===== config.mk =====
export PLATFORM = sky130hd
export DESIGN_NAME = scan_reply_distance_decoder_flat
export DESIGN_NICKNAME = d
export VERILOG_FILES = /design/src/hw/rtl/srd_pkg.sv /design/src/hw/rtl/srd_if.sv /design/src/hw/rtl/scan_reply_distance_decoder.sv /design/src/flat_wrapper.sv
export SDC_FILE = /design/constraint.sdc
export NUM_CORES = 1
export LEC_CHECK = 0
export BUFFER_PORTS_ARGS = -buffer_cell sky130_fd_sc_hd__clkbuf_2
export CAP_MARGIN = 20
export CORE_AREA = 3 3 90 92
export CTS_BUF_LIST = sky130_fd_sc_hd__clkbuf_16
export DETAILED_ROUTE_END_ITERATION = 12
export DIE_AREA = 0 0 93 95
export PLACE_DENSITY = 0.75
export REMOVE_ABC_BUFFERS = 1
export SYNTH_ARGS = -nofsm -noshare
export SYNTH_HDL_FRONTEND = slang
export SYNTH_SLANG_ARGS = --single-unit

===== constraint.sdc =====
create_clock -name i_clk -period 3.8 [get_ports i_clk]
set_input_delay 0.95 -clock i_clk [delete_from_list [all_inputs] [get_ports i_clk]]
set_output_delay 0.95 -clock i_clk [all_outputs]
set_load 0.005 [all_outputs]

===== src/hw/rtl/srd_pkg.sv =====
// Shared types and constants of the scan reply distance decoder.
// Holds the line patterns, the result kind codes and the line phase type.
// No dependencies.
package srd_pkg;

    localparam int ECHO_LEN   = 12;
    localparam int STATUS_LEN = 3;

    localparam logic [8*ECHO_LEN-1:0]   ECHO_TEXT  = "GD0000108003";
    localparam logic [8*STATUS_LEN-1:0] OK_TEXT    = "00P";
    localparam logic [8*STATUS_LEN-1:0] RETRY_TEXT = "10Q";

    localparam logic [7:0]  LINE_FEED  = 8'h0A;
    localparam logic [5:0]  DIGIT_BASE = 6'h30;
    localparam logic [11:0] STEP_MAX   = 12'hFFF;
    localparam logic [4:0]  POS_MAX    = 5'd31;

    typedef enum logic [1:0] {
        PH_ECHO,
        PH_STATUS,
        PH_STAMP,
        PH_DATA
    } t_phase;

    typedef enum logic [1:0] {
        KIND_DIST  = 2'd0,
        KIND_DONE  = 2'd1,
        KIND_RETRY = 2'd2
    } t_kind;

    function automatic logic [7:0] echo_char(input logic [3:0] idx);
        return ECHO_TEXT[8*(ECHO_LEN-1-int'(idx)) +: 8];
    endfunction

    function automatic logic [7:0] ok_char(input logic [1:0] idx);
        return OK_TEXT[8*(STATUS_LEN-1-int'(idx)) +: 8];
    endfunction

    function automatic logic [7:0] retry_char(input logic [1:0] idx);
        return RETRY_TEXT[8*(STATUS_LEN-1-int'(idx)) +: 8];
    endfunction

endpackage


===== src/hw/rtl/srd_if.sv =====
// Valid/ready channel interfaces of the scan reply distance decoder.
// srd_in_if carries received bytes, srd_out_if carries decoded results.
// No dependencies.
interface srd_in_if;
    logic       valid;
    logic       ready;
    logic [7:0] rx_byte;

    modport source (output valid, output rx_byte, input ready);
    modport sink (input valid, input rx_byte, output ready);
endinterface

interface srd_out_if;
    logic        valid;
    logic        ready;
    logic [1:0]  kind;
    logic [11:0] step_index;
    logic [17:0] distance;
    logic        leftover;

    modport source (output valid, output kind, output step_index, output distance,
                    output leftover, input ready);
    modport sink (input valid, input kind, input step_index, input distance,
                  input leftover, output ready);
endinterface


===== src/hw/rtl/scan_reply_distance_decoder.sv =====
// Top level of the scan reply distance decoder.
// Depends on srd_pkg and the channel interfaces in srd_if.sv.
//
// Bytes of a rangefinder reply enter on i_rx, one per transaction. The block
// splits them into lines at LF, waits for the echo line and the "00P" status,
// skips the timestamp line and decodes the data characters but the last of each
// line, in threes into 18-bit distances. Results leave on o_res: a distance
// with its step, a scan done with the group count and a leftover flag, or a
// retry request. Each byte is captured in an input register and processed by
// the line parser, which loads the output register; the parser waits while a
// result stalls there. A result passes through both registers before it is
// offered. One byte can be accepted in every cycle while no result stalls on
// o_res. While a result waits on o_res, the input register still takes one
// more byte; i_rx.ready falls only when both registers are full and the result
// is not taken. Reset returns the parser to waiting for the echo line and
// empties both registers.
module scan_reply_distance_decoder
    import srd_pkg::*;
#(
    parameter int MAX_STEPS = 1081
) (
    input logic       i_clk,
    input logic       i_rst_n,
    srd_in_if.sink    i_rx,
    srd_out_if.source o_res
);

    logic        r_in_valid;
    logic [7:0]  r_in_byte;

    t_phase      r_phase, n_phase;
    logic [4:0]  r_pos, n_pos;
    logic [1:0]  r_match, n_match;
    logic [7:0]  r_held, n_held;
    logic        r_held_vld, n_held_vld;
    logic [11:0] r_grp, n_grp;
    logic [1:0]  r_gcnt, n_gcnt;
    logic [11:0] r_step, n_step;

    logic        res_valid;
    t_kind       res_kind;
    logic [11:0] res_step;
    logic [17:0] res_dist;
    logic        res_left;

    logic        r_out_valid;
    t_kind       r_out_kind;
    logic [11:0] r_out_step;
    logic [17:0] r_out_dist;
    logic        r_out_left;

    logic        fire;
    logic [5:0]  digit;

    assign fire       = r_in_valid && (!r_out_valid || o_res.ready);
    assign i_rx.ready = !r_in_valid || fire;
    assign digit      = r_held[5:0] - DIGIT_BASE;

    always_ff @(posedge i_clk) begin
        if (!i_rst_n) begin
            r_in_valid <= 1'b0;
        end else if (i_rx.ready) begin
            r_in_valid <= i_rx.valid;
        end
        if (i_rx.valid && i_rx.ready) begin
            r_in_byte <= i_rx.rx_byte;
        end
    end

    always_ff @(posedge i_clk) begin
        if (!i_rst_n) begin
            r_phase    <= PH_ECHO;
            r_pos      <= '0;
            r_match    <= 2'b11;
            r_held     <= '0;
            r_held_vld <= 1'b0;
            r_grp      <= '0;
            r_gcnt     <= '0;
            r_step     <= '0;
        end else if (fire) begin
            r_phase    <= n_phase;
            r_pos      <= n_pos;
            r_match    <= n_match;
            r_held     <= n_held;
            r_held_vld <= n_held_vld;
            r_grp      <= n_grp;
            r_gcnt     <= n_gcnt;
            r_step     <= n_step;
        end
    end

    always_comb begin
        n_phase    = r_phase;
        n_pos      = r_pos;
        n_match    = r_match;
        n_held     = r_held;
        n_held_vld = r_held_vld;
        n_grp      = r_grp;
        n_gcnt     = r_gcnt;
        n_step     = r_step;
        res_valid  = 1'b0;
        res_kind   = KIND_DIST;
        res_step   = '0;
        res_dist   = '0;
        res_left   = 1'b0;

        if (r_in_byte != LINE_FEED) begin
            unique case (r_phase)
                PH_ECHO: begin
                    if (r_pos >= 5'(ECHO_LEN) || r_in_byte != echo_char(r_pos[3:0])) begin
                        n_match[0] = 1'b0;
                    end
                end
                PH_STATUS: begin
                    if (r_pos >= 5'(STATUS_LEN) || r_in_byte != ok_char(r_pos[1:0])) begin
                        n_match[0] = 1'b0;
                    end
                    if (r_pos >= 5'(STATUS_LEN) || r_in_byte != retry_char(r_pos[1:0])) begin
                        n_match[1] = 1'b0;
                    end
                end
                PH_STAMP: begin
                end
                PH_DATA: begin
                    if (r_held_vld) begin
                        if (r_gcnt < 2'd2) begin
                            n_grp  = {r_grp[5:0], digit};
                            n_gcnt = r_gcnt + 2'd1;
                        end else begin
                            if (r_step < 12'(MAX_STEPS)) begin
                                res_valid = 1'b1;
                                res_kind  = KIND_DIST;
                                res_step  = r_step;
                                res_dist  = {r_grp, digit};
                            end
                            if (r_step != STEP_MAX) begin
                                n_step = r_step + 12'd1;
                            end
                            n_grp  = '0;
                            n_gcnt = '0;
                        end
                    end
                    n_held     = r_in_byte;
                    n_held_vld = 1'b1;
                end
            endcase
            if (r_pos != POS_MAX) begin
                n_pos = r_pos + 5'd1;
            end
        end else begin
            n_pos   = '0;
            n_match = 2'b11;
            unique case (r_phase)
                PH_ECHO: begin
                    if (r_match[0] && r_pos == 5'(ECHO_LEN)) begin
                        n_phase = PH_STATUS;
                    end
                end
                PH_STATUS: begin
                    if (r_match[0] && r_pos == 5'(STATUS_LEN)) begin
                        n_phase    = PH_STAMP;
                        n_held     = '0;
                        n_held_vld = 1'b0;
                        n_grp      = '0;
                        n_gcnt     = '0;
                        n_step     = '0;
                    end else begin
                        n_phase = PH_ECHO;
                        if (r_match[1] && r_pos == 5'(STATUS_LEN)) begin
                            res_valid = 1'b1;
                            res_kind  = KIND_RETRY;
                        end
                    end
                end
                PH_STAMP: begin
                    n_phase = PH_DATA;
                end
                PH_DATA: begin
                    if (r_held_vld) begin
                        n_held_vld = 1'b0;
                        n_held     = '0;
                    end else begin
                        res_valid  = 1'b1;
                        res_kind   = KIND_DONE;
                        res_step   = r_step;
                        res_left   = (r_gcnt != 2'd0);
                        n_phase    = PH_ECHO;
                        n_held     = '0;
                        n_held_vld = 1'b0;
                        n_grp      = '0;
                        n_gcnt     = '0;
                        n_step     = '0;
                    end
                end
            endcase
        end
    end

    always_ff @(posedge i_clk) begin
        if (!i_rst_n) begin
            r_out_valid <= 1'b0;
        end else if (fire) begin
            r_out_valid <= res_valid;
        end else if (o_res.ready) begin
            r_out_valid <= 1'b0;
        end
        if (fire && res_valid) begin
            r_out_kind <= res_kind;
            r_out_step <= res_step;
            r_out_dist <= res_dist;
            r_out_left <= res_left;
        end
    end

    assign o_res.valid      = r_out_valid;
    assign o_res.kind       = r_out_kind;
    assign o_res.step_index = r_out_step;
    assign o_res.distance   = r_out_dist;
    assign o_res.leftover   = r_out_left;

endmodule


===== src/flat_wrapper.sv =====
// flat-port wrapper written by rule: the top's interface ports become plain ports
module scan_reply_distance_decoder_flat import srd_pkg::*;
#(
    parameter int MAX_STEPS = 1081
)
  (i_clk, i_rst_n, i_rx_valid, i_rx_rx_byte, i_rx_ready, o_res_valid, o_res_kind, o_res_step_index, o_res_distance, o_res_leftover, o_res_ready);
  srd_in_if i_rx_i ();
  srd_out_if o_res_i ();
  input logic i_clk;
  input logic i_rst_n;
  input wire logic [$bits(i_rx_i.valid)-1:0] i_rx_valid;
  input wire logic [$bits(i_rx_i.rx_byte)-1:0] i_rx_rx_byte;
  output wire logic [$bits(i_rx_i.ready)-1:0] i_rx_ready;
  output wire logic [$bits(o_res_i.valid)-1:0] o_res_valid;
  output wire logic [$bits(o_res_i.kind)-1:0] o_res_kind;
  output wire logic [$bits(o_res_i.step_index)-1:0] o_res_step_index;
  output wire logic [$bits(o_res_i.distance)-1:0] o_res_distance;
  output wire logic [$bits(o_res_i.leftover)-1:0] o_res_leftover;
  input wire logic [$bits(o_res_i.ready)-1:0] o_res_ready;
  assign i_rx_i.valid = i_rx_valid;
  assign i_rx_i.rx_byte = i_rx_rx_byte;
  assign i_rx_ready = i_rx_i.ready;
  assign o_res_valid = o_res_i.valid;
  assign o_res_kind = o_res_i.kind;
  assign o_res_step_index = o_res_i.step_index;
  assign o_res_distance = o_res_i.distance;
  assign o_res_leftover = o_res_i.leftover;
  assign o_res_i.ready = o_res_ready;
  scan_reply_distance_decoder #(.MAX_STEPS(MAX_STEPS)) u_core (.i_clk(i_clk), .i_rst_n(i_rst_n), .i_rx(i_rx_i), .o_res(o_res_i));
endmodule

---- Word level (Yosys, flattened, before mapping) ----
Index checks and enable logic that the tools add are counted.
storage, ports and cells
  input bits .............................. 12
  memory bits (writable) .................. 0
  bits in latches ......................... 0
  bits in registers ....................... 85
  memories ................................ 0
  ROM bits ................................ 0
cells by class
  reduce and logical (&&, ||, !) cells .... 26
  multiplexer cells ....................... 60
  shift operators ......................... 3
  magnitude comparators ................... 4
  bitwise operators ....................... 4
  add/sub/neg operators ................... 6
  div/mod/pow operators ................... 0
  $mul .................................... 0
  equality and inequality tests ........... 25
operators with widths
  cell                        number
  $mux W12                    18
  $shiftx A96 B32 Y8 const A  1
  $shiftx A24 B32 Y8 const A  2
  $ne A8 B8 Y1                3
  $pmux W12 S2                1
  $mux W2                     11
  $mux W1                     18
  $mux W6                     3
  $ne A2 B2 Y1 const B        7
  $add A12 B1 Y12 const B     1
  $lt A12 B11 Y1 const B      1
  $ne A12 B12 Y1 const B      1
  $ne A3 B3 Y1 const B        4
  $pmux W6 S2                 1
  $reduce_and A4 Y1           3
  $mux W5                     2
  $ne A8 B4 Y1 const B        1
  $pmux W2 S2                 2
  $pmux W2 S4                 1
  $reduce_and A8 Y1           1
  $logic_and A1 B1 Y1         6
  $pmux W1 S2                 3
  $reduce_and A6 Y1           1
  $reduce_bool A2 Y1          3
  23 further kinds            33

---- Longest topological paths before layout ----
  word-level depth ........................ 7
  depth in mapped cells ................... 8

---- Worst setup path before layout ----
Ideal clock, no wire load.
  path type ............................... reg-to-reg
  start point ............................. register u_core.r_in_byte[4]
  end point ............................... register u_core.r_out_dist[0], in the netlist u_core.o_res.distance[0] (enable)
  slack ................................... 0.342 ns
  buffers on the path ..................... 0
  required time ........................... 3.377 ns
  cell stages (with the launch flop) ...... 6
  arrival time ............................ 3.035 ns
  setup time .............................. 0.423 ns
  path through ............................ edfxtp_1 -> nor4b_4 -> nand2_1 -> nor4_1 -> nor3_1 -> nor2_1
between the ends
  cells in the longest elaborated chain, start to end .. 3
ends and longest elaborated chain
  item                    line                                text
  start, declared         scan_reply_distance_decoder.sv:29   logic [7:0] r_in_byte;
  start signal, assigned  scan_reply_distance_decoder.sv:66   r_in_byte <= i_rx.rx_byte;
  $ne A8 B4 Y1            scan_reply_distance_decoder.sv:107  if (r_in_byte != LINE_FEED) begin
  $mux W1                 scan_reply_distance_decoder.sv:107
  $logic_and A1 B1 Y1     scan_reply_distance_decoder.sv:207  if (fire && res_valid) begin
  end signal, assigned    scan_reply_distance_decoder.sv:210  r_out_dist <= res_dist;
  end, declared           scan_reply_distance_decoder.sv:49   logic [17:0] r_out_dist;
Every way passes these cells.
A chain may end at the register's enable or synchronous reset.

---- Final worst setup path ----
  start point ............................. register u_core.r_in_byte[0]
  end point ............................... register u_core.r_out_dist[0], in the netlist u_core.o_res.distance[0] (enable)
The elaborated chain is that of the path after synthesis.

==> impl_metrics.sql <==
INSERT INTO impl_metrics (metric_group, metric, value, unit) VALUES
('status', 'status', 'finished clean', ''),
('synth', 'synth_sequential_area_ratio', '0.496', ''),
('power', 'power.clock.fraction', '0.468', ''),
('synth', 'syn-cell-area', '0.00426', 'mm²'),
('power', 'netSwitchingFraction', '0.203', ''),
('place', 'dp_hpwl', '5810', 'µm'),
('layout', 'antennaDiodeCount', '0', ''),
('power', 'total_power', '1970', 'µW'),
('clock_tree', 'cts-root-buf', 'clkbuf_16', ''),
('timing', 'maxClockFrequency', '361', 'MHz'),
('floorplanning', 'die_height', '95', 'µm'),
('clock_tree', 'holdBufCountCts', '0', ''),
('timing', 'fin_crit_sh', '0.728', ''),
('power', 'sequential_fraction_of_design_power', '0.499', ''),
('synth', 'synth.distinct_cells', '62', ''),
('clock_tree', 'max-clock-path-buffers', '2', ''),
('power', 'static-leakage-power', '0.00183', 'µW'),
('power', 'combinationalPowerShare', '0.033', ''),
('drt', 'drt-total-wl', '8490', 'µm'),
('clock_tree', 'cts-resized-gates', '0', ''),
('synth', 'synth_top_cell_area_share', '0.289', ''),
('drt', 'detailedRoute.firstIterationViolations', '212', ''),
('job', 'max_cap_violations', '0', ''),
('floorplanning', 'core-area', '0.00729', 'mm²'),
('clock_tree', 'clock_latency_of_the_later_clocked_register_in_the_worst_skew_pair', '0.33', 'ns'),
('power', 'power_report.internal_total', '1570', 'µW'),
('synth', 'prevailing_post_synth_register_cell', 'dfxtp_1', ''),
('timing', 'max_slew_margin', '0.567', ''),
('grt', 'via_count_of_the_first_global_routing_pass', '2960', ''),
('clock_tree', 'h-tree-depth', '3', ''),
('synth', 'yosysWarningCount', '0', ''),
('grt', 'global_route.usage.total', '0.207', ''),
('place', 'postPlaceCellArea', '0.00455', 'mm²'),
('floorplanning', 'initial_utilization', '0.584', ''),
('layout', 'most_frequent_standard_cell_in_the_layout_excluding_fill_and_tap_cells', 'clkbuf_2', ''),
('timing', 'fin_skew', '0.00575', 'ns'),
('grt', 'globalRouteOverflowTotal', '0', ''),
('layout', 'fin_area', '0.00487', 'mm²'),
('drt', 'mean_routed_wirelength_per_cell', '15.7', 'µm'),
('hold_path', 'holdCritPathClass', 'reg -> reg', ''),
('synth', 'synthesized_flop_and_latch_total', '85', ''),
('power', 'switchingPower', '398', 'µW'),
('layout', 'drive_gt1_frac', '0.225', ''),
('power', 'power_per_cell_area', '404', 'mW/mm²'),
('timing', 'final_hold_viols', '0', ''),
('drt', 'route.vias.total', '3093', ''),
('timing', 'finalMaxSlewViolations', '0', ''),
('place', 'placed_cells_incl_taps', '524', ''),
('place', 'placement.io_buffers', '46', ''),
('drt', 'number_of_antenna_violating_nets_in_the_routed_design', '0', ''),
('synth', 'synthesis.instances', '391', ''),
('timing', 'timing.final.setup_violations', '0', ''),
('place', 'gpl.final_weighted_congestion', '0.936', ''),
('synth', 'synthArstFlopShare', '0', ''),
('synth', 'number_of_synthesized_flops_with_an_enable_pin', '41', ''),
('timing', 'grt_setup_unrepaired', 'no', ''),
('setup_path', 'critPathRequiredTime', '3.79', 'ns'),
('floorplanning', 'std_cell_rows', '31', ''),
('floorplanning', 'die-area', '0.00884', 'mm²'),
('layout', 'mostFrequentLayoutCells', 'clkbuf_2, dfxtp_1, edfxtp_1', ''),
('drt', 'drc', '0', ''),
('timing', 'tns', '0', 'ns'),
('setup_path', 'cp-start-kind', 'flip-flop', ''),
('grt', 'pin_count_of_the_biggest_net_entering_global_routing', '36', ''),
('drt', 'route.detailed.vias_per_inst', '5.74', ''),
('timing', 'timing_worst_slew_pin_value', '0.649', 'ns'),
('grt', 'grt_pass1_wl', '14400', 'µm'),
('setup_path', 'cp_data_arrival_time', '2.76', 'ns'),
('synth', 'syn_area_per_cell', '10.9', 'µm²'),
('grt', 'grt_antenna_before_repair', '0', ''),
('drt', 'first_pass_iters', '5', '');
through the flow:
stage / setup WS [ns] / hold WS [ns]
after floorplan: -0.0734 / 0.441
after global placement: 1.24 / 0.459
after detailed placement: 1.08 / 0.464
after CTS: 1.04 / 0.474
after global routing: 0.815 / 0.493
final: 1.03 / 0.471
kinds of logic after synthesis:
family | Yosys count | share of synthesized area
fa+ha+maj | 11 | 0.0323
flops | 85 | 0.496
compound gates | 84 | 0.156
xor+xnor | 5 | 0.0103
mux | 5 | 0.0118
simple gates | 172 | 0.260
buf+inv | 29 | 0.0338
critical path, cell delays in order (launching register included):
cell	delay, ns
edfxtp_1	0.50
nor4b_4	0.51
nand2_1	0.34
nor4_1	0.43
nor3_1	0.15
nor2_2	0.11
buf_4	0.37
state kept, by name (all words and copies together), names as in the netlist, named ones only:
| name | cells |
|---|---|
| u_core.o_res.kind | 2 |
| u_core.r_gcnt | 2 |
| u_core.o_res.distance | 18 |
| u_core.r_match | 2 |
| u_core.r_held | 6 |
| u_core.r_in_valid | 1 |
| u_core.r_held_vld | 1 |
| u_core.r_phase | 1 |
| u_core.r_in_byte | 8 |
| u_core.r_pos | 5 |
| u_core.o_res.leftover | 1 |
| u_core.o_res.valid | 1 |
| u_core.o_res.step_index | 12 |
| u_core.r_step | 12 |
| u_core.r_grp | 12 |
cell type report:
class	count	area, µm²
Clock inverter	6	88.8
Inverter	12	45.0
Multi-Input combinational cell	277	2000
Timing Repair Buffer	51	268
Tap cell	99	124
Sequential cell	85	2110
Clock buffer	9	225
Fill cell	597	2420
metal layers:
| metal | routed length (µm) | GRT usage |
|---|---|---|
| met1 | 3800 | 0.270 |
| met2 | 3960 | 0.334 |
| met3 | 511 | 0.0446 |
| met4 | 226 | 0.0904 |
| met5 | 0 | 0 |
synthesized netlist by cell type, drive strengths merged (3+ instances only):
master  count
a21oi      14
o21bai      3
nor2b      15
nor2       12
edfxtp     41
ha         11
nand3      19
nor4b       5
a31oi       4
o21a        8
o21ai       7
nor4        7
clkbuf      9
or3         4
o31ai       9
xnor2       3
and3        5
nand2      28
nand4       5
nor3        9
dfxtp      44
or4        11
buf         8
nand2b     15
and2       32
inv        12
mux2i       5
a21boi     17
o31a        3
a22oi       4
final timing paths:
| check | from | endpoint | slack (ns) | cells after the start |
|---|---|---|---|---|
| worst max-delay path | u_core.r_in_byte[0]$_DFFE_PP_ | u_core.o_res.distance[0]$_SDFFCE_PP0P_ | 1.03 | 6 |
| worst min-delay path | u_core.r_grp[8]$_SDFFE_PN0P_ | u_core.r_grp[8]$_SDFFE_PN0P_ | 0.47 | 2 |
| worst max register to register | u_core.r_in_byte[0]$_DFFE_PP_ | u_core.o_res.distance[0]$_SDFFCE_PP0P_ | 1.03 | 6 |
| worst min register to register | u_core.r_grp[8]$_SDFFE_PN0P_ | u_core.r_grp[8]$_SDFFE_PN0P_ | 0.47 | 2 |
power groups by stage:
stage	sequential, µW	clock [µW]	combinational [µW]
2_1_floorplan	996	0	44.6
3_3_place_gp	1000	0	62.8
3_5_place_dp	1000	0	64.2
4_1_cts	981	932	64.5
5_1_grt	982	982	71.5
6_report	981	920	64.9
(Power assumes the default switching activity.)
